[src/rtl/core/fspe_pkg.sv]
// Shared constants, command codes and status type of the frame store paint engine.
`timescale 1ns / 1ps
`default_nettype none
package fspe_pkg;

  // Default screen size
  localparam int unsigned DefWidth  = 128;
  localparam int unsigned DefHeight = 160;

  // Field widths
  localparam int unsigned REQ_W    = 3;
  localparam int unsigned COORD_W  = 8;
  localparam int unsigned COLOUR_W = 16;

  // Request codes
  localparam logic [REQ_W-1:0] REQ_FILL_BG   = 3'd0;
  localparam logic [REQ_W-1:0] REQ_SCROLL_BG = 3'd1;
  localparam logic [REQ_W-1:0] REQ_COPY      = 3'd2;
  localparam logic [REQ_W-1:0] REQ_SET_PIX   = 3'd3;
  localparam logic [REQ_W-1:0] REQ_FILL_RECT = 3'd4;
  localparam logic [REQ_W-1:0] REQ_READ      = 3'd5;

  // Commands from controller to datapath
  typedef enum logic [3:0] {
    DP_NONE,
    DP_CLEAR,
    DP_LATCH,
    DP_FILL,
    DP_MOD,
    DP_SCROLL,
    DP_COPY,
    DP_RECT,
    DP_PIXEL,
    DP_READ,
    DP_LOAD_OUT
  } dp_cmd_e;

  // Status from datapath to controller
  typedef struct packed {
    logic sweep_last;
    logic rect_last;
    logic rect_empty;
    logic mod_done;
    logic on_screen;
    logic out_free;
  } dp_status_t;

endpackage
`default_nettype wire

[src/rtl/core/fspe_ctrl.sv]
// Controller: sequences clearing, sweeps, rectangle fill and result hand-off.
`timescale 1ns / 1ps
`default_nettype none
module fspe_ctrl (
  input  wire logic                       clk_i,
  input  wire logic                       rst_ni,
  input  wire logic                       in_valid_i,
  input  wire logic [fspe_pkg::REQ_W-1:0] req_type_i,
  input  wire fspe_pkg::dp_status_t       stat_i,
  output logic                            in_ready_o,
  output fspe_pkg::dp_cmd_e               cmd_o
);

  typedef enum logic [3:0] {
    ST_CLEAR,
    ST_IDLE,
    ST_FILL,
    ST_MOD,
    ST_COPY,
    ST_DRAIN,
    ST_RECT,
    ST_PIXEL,
    ST_READ,
    ST_FINISH
  } state_e;

  state_e state_q;

  assign in_ready_o = (state_q == ST_IDLE);

  // Issue the command for the current state
  always_comb begin
    cmd_o = fspe_pkg::DP_NONE;
    unique case (state_q)
      ST_CLEAR:  cmd_o = fspe_pkg::DP_CLEAR;
      ST_IDLE:   if (in_valid_i) cmd_o = fspe_pkg::DP_LATCH;
      ST_FILL:   cmd_o = fspe_pkg::DP_FILL;
      ST_MOD:    cmd_o = stat_i.mod_done ? fspe_pkg::DP_SCROLL : fspe_pkg::DP_MOD;
      ST_COPY:   cmd_o = fspe_pkg::DP_COPY;
      ST_DRAIN:  cmd_o = fspe_pkg::DP_NONE;
      ST_RECT:   if (!stat_i.rect_empty) cmd_o = fspe_pkg::DP_RECT;
      ST_PIXEL:  cmd_o = fspe_pkg::DP_PIXEL;
      ST_READ:   cmd_o = fspe_pkg::DP_READ;
      ST_FINISH: if (stat_i.out_free) cmd_o = fspe_pkg::DP_LOAD_OUT;
      default:   cmd_o = fspe_pkg::DP_NONE;
    endcase
  end

  // Advance the state
  always_ff @(posedge clk_i or negedge rst_ni) begin
    if (!rst_ni) begin
      state_q <= ST_CLEAR;
    end else begin
      unique case (state_q)
        ST_CLEAR: if (stat_i.sweep_last) state_q <= ST_IDLE;
        ST_IDLE: begin
          if (in_valid_i) begin
            unique case (req_type_i)
              fspe_pkg::REQ_FILL_BG:   state_q <= ST_FILL;
              fspe_pkg::REQ_SCROLL_BG: state_q <= ST_MOD;
              fspe_pkg::REQ_COPY:      state_q <= ST_COPY;
              fspe_pkg::REQ_SET_PIX:   state_q <= stat_i.on_screen ? ST_PIXEL : ST_FINISH;
              fspe_pkg::REQ_FILL_RECT: state_q <= stat_i.on_screen ? ST_RECT : ST_FINISH;
              fspe_pkg::REQ_READ:      state_q <= stat_i.on_screen ? ST_READ : ST_FINISH;
              default:                 state_q <= ST_FINISH;
            endcase
          end
        end
        ST_FILL:  if (stat_i.sweep_last) state_q <= ST_FINISH;
        ST_MOD:   if (stat_i.mod_done) state_q <= ST_FINISH;
        ST_COPY:  if (stat_i.sweep_last) state_q <= ST_DRAIN;
        ST_DRAIN: state_q <= ST_FINISH;
        ST_RECT:  if (stat_i.rect_empty || stat_i.rect_last) state_q <= ST_FINISH;
        ST_PIXEL: state_q <= ST_FINISH;
        ST_READ:  state_q <= ST_FINISH;
        ST_FINISH: if (stat_i.out_free) state_q <= ST_IDLE;
        default:  state_q <= ST_IDLE;
      endcase
    end
  end

  // Load the result only once all work of the item is done
  a_load_finish: assert property (@(posedge clk_i) disable iff (!rst_ni)
    (cmd_o == fspe_pkg::DP_LOAD_OUT) |=> (state_q == ST_IDLE))
    else $error("result loaded outside finish");

  // A request is latched only when one is taken in
  a_latch_accept: assert property (@(posedge clk_i) disable iff (!rst_ni)
    (cmd_o == fspe_pkg::DP_LATCH) |-> (in_ready_o && in_valid_i))
    else $error("latch without accepted item");

  // The drain cycle always follows the last copy read
  a_drain_order: assert property (@(posedge clk_i) disable iff (!rst_ni)
    (state_q == ST_DRAIN) |-> $past(cmd_o == fspe_pkg::DP_COPY))
    else $error("drain without copy");

endmodule
`default_nettype wire

[config.mk]
export PLATFORM = sky130hd
export DESIGN_NAME = fspe_ctrl
export DESIGN_NICKNAME = d
export VERILOG_FILES = /design/src/rtl/core/fspe_pkg.sv /design/src/rtl/core/fspe_ctrl.sv
export SDC_FILE = /design/constraint.sdc
export NUM_CORES = 1
export LEC_CHECK = 0
export ABC_AREA = 0
export BUFFER_PORTS_ARGS = -buffer_cell sky130_fd_sc_hd__buf_2
export CAP_MARGIN = 20
export CELL_PAD_IN_SITES_DETAIL_PLACEMENT = 1
export CELL_PAD_IN_SITES_GLOBAL_PLACEMENT = 2
export CORE_MARGIN = 4
export CORE_UTILIZATION = 26
export DETAILED_ROUTE_END_ITERATION = 10
export GPL_ROUTABILITY_DRIVEN = 0
export GPL_TIMING_DRIVEN = 0
export PLACE_DENSITY = 0.85
export SLEW_MARGIN = 20
export SYNTH_ARGS = -nofsm -noshare
export SYNTH_HDL_FRONTEND = slang
export SYNTH_SLANG_ARGS = --single-unit
export TNS_END_PERCENT = 10
[constraint.sdc]
create_clock -name clk_i -period 3.9 [get_ports clk_i]
set_clock_uncertainty 0.05 [all_clocks]
set_input_delay 0.78 -clock clk_i [delete_from_list [all_inputs] [get_ports clk_i]]
set_output_delay 0.78 -clock clk_i [all_outputs]
set_load 0.01 [all_outputs]
Yosys cells after proc, flatten, opt, wreduce, memory -nomap -nowiden
Index checks and enable logic that the tools add are counted.
Widths: inputs -> output; s select.
Cells by class
  multiplexer cells: 17
  reductions and logical operators: 5
  equality and inequality tests: 21
Operators with widths (number)
  $mux 4: 10
  $pmux 4 s9: 1
  $pmux 4 s8: 1
  $pmux 4 s6: 1
  $eq 4x3->1 const B: 4
  $ne 2x2->1 const B: 7
  $eq 4x2->1 const B: 2
  $eq 4x4->1 const B: 2
  $reduce_and 7->1: 1
  $eq 3x2->1 const B: 2
  $eq 3x3->1 const B: 2
  $eq 4x1->1 const B: 1
  $logic_not 4->1: 1
  $eq 3x1->1 const B: 1
  $logic_not 3->1: 1
  $mux 3: 1
  $reduce_or 3->1: 1
  $mux 1: 2
  $mux 2: 1
  $logic_or 1x1->1: 1
Storage, ports and cells
  register bits: 4
  output and inout port bits: 5
  word-level logic and storage cells: 44
  input bits: 12

Longest topological paths before layout
  depth in word-level cells: 4
  gate-level depth with buffers: 7
  gate-level depth less buffers: 6

Worst setup path before layout
OpenSTA, ideal clock, no wires.
  kind: in2out
  start point: input stat_i[3] (netlist name)
  end point: output cmd_o[0]
  path slack: 1.770 ns
  data required time: 3.070 ns
  stages: 4
  buffers on the path: 0
  arrival: 1.300 ns
  cell sequence: nand2b_1 -> a21oi_1 -> a21oi_1 -> o2bb2ai_1
Between the ends
  cells in the longest elaborated chain, start to end: 2
RTL lines
  start, declared: RTL line fspe_ctrl.sv:9  | input wire fspe_pkg::dp_status_t stat_i,
  $mux 3: RTL line fspe_ctrl.sv:41  | ST_RECT: if (!stat_i.rect_empty) cmd_o = fspe_pkg::DP_RECT;
  $pmux 4 s9: RTL line fspe_ctrl.sv:34  | unique case (state_q)
  end, declared: RTL line fspe_ctrl.sv:11  | output fspe_pkg::dp_cmd_e cmd_o
Every way passes these cells.

Final worst setup path
Same ends and word-level chain as after synthesis.

==> flow_metrics.py <==
metrics = {
    "pwr": {
        "p_switching_uw": 225.8,
        "power.leakage_uw": 0.0002779,
        "vdd_ir_drop_max_mv": 0.1951,
        "clockPowerShare_pct": 10.7,
        "share_comb_of_total_power_pct": 72.7,
        "netSwitchingFraction_pct": 49.09,
        "seqPwrFrac_pct": 16.6,
        "power-per-cell-area_nw_per_um2": 765.8,
        "p_total_uw": 459.9,
        "p_int_uw": 234.1,
    },
    "yosys": {
        "synth_cell_type_count": 31,
        "syn_area_per_cell_sq_um": 7.527,
        "yosys_most_used_dff": "dfrtp_1",
        "syn_area_sq_um": 466.7,
        "yosysSeqAreaShare_pct": 21.45,
        "synth_edf_count": 0,
        "synth_fp_nets": 74,
        "netlist_instances": 62,
        "synthArstFlopShare_pct": 100.0,
        "ys_warn_count": 0,
        "ys_ff_latch": 4,
    },
    "cells_and_area": {
        "diodes": 0,
        "fin_nets": 95,
        "layout.area.seq_sq_um": 100.1,
        "multi_input_area_sq_um": 319.1,
        "top_regs": "state_q: 4 flops",
        "largest_reg_flops": 4,
        "area_growth_pct": 28.69,
        "top_register": "state_q",
        "n_fill_cell": 220,
        "drive_gt1_share_pct": 32.10,
    },
    "detailed_routing": {
        "via_per_inst": 4.953,
        "dr_total_vias": 525,
        "ant_nets": 0,
        "avgRoutedWirePerCell_um": 12.03,
        "dr.pass1.iters": 2,
        "first_iter_violations": 2,
        "drc": 0,
        "wl_um": 1275,
    },
    "cts": {
        "numCtsBuffers": 3,
        "clock_sinks": 4,
        "htree_num_levels": 1,
        "cts.clk_slew.worst_paths_ns": 0.03,
        "cts_resized": 0,
        "hold_buffers": 0,
        "root_buffer": "clkbuf_4",
        "clk_latency_ns": 0.23,
        "clockBufferDepth": 2,
        "postCtsSetupRepairBufs": 0,
        "cts_tree": "done",
    },
    "floorplan": {
        "die_w_um": 50.37,
        "die-area_sq_um": 2537,
        "ios": 17,
        "rows": 15,
        "die_h_um": 50.37,
        "start_util_pct": 27.33,
        "coreArea_sq_um": 1708,
    },
    "worst_setup_path": {
        "path_buf_inv": 2,
        "crit_type": "primary input to output pin",
        "end_kind": "output pin",
        "cp_slowest_stage_delay_ns": 0.14,
        "crit_required_ns": 3.07,
        "reg2reg_from": "state_q[1]$_DFFE_PN0P_",
        "start_kind": "primary input",
        "worstSetupStartpoint": "stat_i[3]",
        "critPathMaxFanout": 4,
        "worstPathCellList": "buf_2, nand2b_1, a21oi_1, a21oi_1, o2bb2ai_1, buf_2",
        "cpMaxStageDelayCell": "nand2b_1",
        "crit_family": "compound AO/OA/AOI/OAI gates",
        "cp.arrival_ns": 1.49,
    },
    "sta": {
        "hold_violations": 0,
        "setup_violations": 0,
        "max_slew_margin_pct": 76.57,
        "max_slew.worst_pin.slew_ns": 0.3501,
        "fin_crit_ns": 2.325,
        "fin_setup_tns_ns": 0,
        "finalCritPeriodShare_pct": 59.61,
        "rsz0062_at_grt": "false",
        "slew_viol_final": 0,
        "fmax_mhz": 430.1,
    },
    "outcome": {
        "status": "finished, final reports clean",
    },
    "global_route": {
        "grt_start_max_net_pins": 11,
        "antenna_found_initial": 0,
        "grt_pass1_vias": 519,
        "track_usage_pct": 11.06,
        "overflow": 0,
        "grt_pass1_wl_um": 2208,
    },
    "min_path": {
        "hp-class": "primary input to asynchronous set/reset pin",
    },
    "job": {
        "maxCapViolations": 0,
    },
    "placed_design": {
        "io_buffers": 16,
        "dp_hpwl_um": 1036,
    },
}
[power groups by stage]
stage,clock network [uW],logic (uW),registers [uW]
floorplan,0,243,72.6
global placement,0,336,75.8
detailed placement,0,339,76.7
CTS,51.9,340,76.4
global route,56.2,374,79.4
finish,49.4,334,76.2
[worst register-to-register path, delay by kind of cell (launching register included)]
kind / cells / cell delay, ns
AO/OA/AOI/OAI: 1 / 0.26
AND/OR/NAND/NOR: 2 / 0.52
multiplexers: 1 / 0.35
flip-flops: 1 / 0.42
[layout make-up]
cell class,count,area share [%]
multi-input combinational,49,53.13
clock buffer,3,3.750
sequential,4,16.67
buffer,4,4.792
tap,25,5.208
inverter,5,3.125
timing repair buffer,16,13.33
[metrics by stage]
step                cells  cell area (sq um)  hold WS (ns)  setup slack, ns  util (%)
finish                106              600.6        0.2927            1.575     35.16
global route          106              600.6        0.2839            1.482     35.16
CTS                   106              600.6        0.2865            1.567     35.16
detailed placement    103              578.1        0.5340            1.570     33.85
global placement      103              578.1        0.5328            1.575     33.85
floorplan              62              466.7        0.4344            1.770         -
[path summary, 6_finish.rpt]
kind / end / slack [ns] / cells past startpoint
setup / recovery: cmd_o[0] / 1.58 / 6
hold / removal: state_q[1]$_DFFE_PN0P_ / 0.29 / 1
setup reg to reg: state_q[1]$_DFFE_PN0P_ / 2.19 / 4
hold reg to reg: state_q[3]$_DFFE_PN0P_ / 0.54 / 2
max in group asynchronous: state_q[2]$_DFFE_PN0P_ / 3.39 / 1
min in group clk_i: state_q[3]$_DFFE_PN0P_ / 0.54 / 2
[logic make-up (layout without fill, tap and decap cells)]
kind of cell,count (synthesis),after routing,synth area share (%)
AOI/OAI and AO/OA,24,24,36.19
DFF,4,4,21.45
buffers and inverters,9,28,10.19
and+or+nand+nor,23,23,27.61
muxes,2,2,4.558
[cell usage in the layout, fill, tap and decap left out]
cell type   n
inv_1       5
buf_2      18
mux2i_1     1
o21ai_0     4
nor2_1      6
nor2b_1     2
mux2_1      1
o2bb2ai_1   1
o22ai_1     1
nand4_1     1
nor3b_1     3
buf_4       1
o221ai_1    1
nand3b_1    1
o21ai_1     1
a31oi_1     2
nor4bb_1    1
a211oi_1    1
nand2b_1    2
buf_6       1
a21oi_1     6
a221o_1     1
o211ai_2    2
a2111o_1    1
nand2_1     4
a21o_1      1
a211o_1     1
dfrtp_1     4
nand3_2     1
clkbuf_4    3
nand3_1     2
o31ai_1     1
[layer usage]
layer  wire length (um)  part of all wire (%)  up-vias  track usage, %
li1                   -                     -      269               -
met1                563                    44      242           12.77
met2                638                    50       12           19.57
met4                 17                   1.3        0           4.933
met3                 56                   4.4        2           2.077
met5                  0                     0        -               0
[synth_stat cells, drive strengths merged, types with 2 or more instances]
cell / count / area, sq um
a21oi: 6 / 30.03
a31oi: 2 / 12.51
buf: 4 / 28.78
dfrtp: 4 / 100.1
inv: 5 / 18.77
nand2: 4 / 15.01
nand2b: 2 / 12.51
nand3: 3 / 20.02
nor2: 6 / 22.52
nor2b: 2 / 12.51
nor3b: 3 / 22.52
o211ai: 2 / 25.02
o21ai: 5 / 25.02
Power figures use the tool's default switching activity.
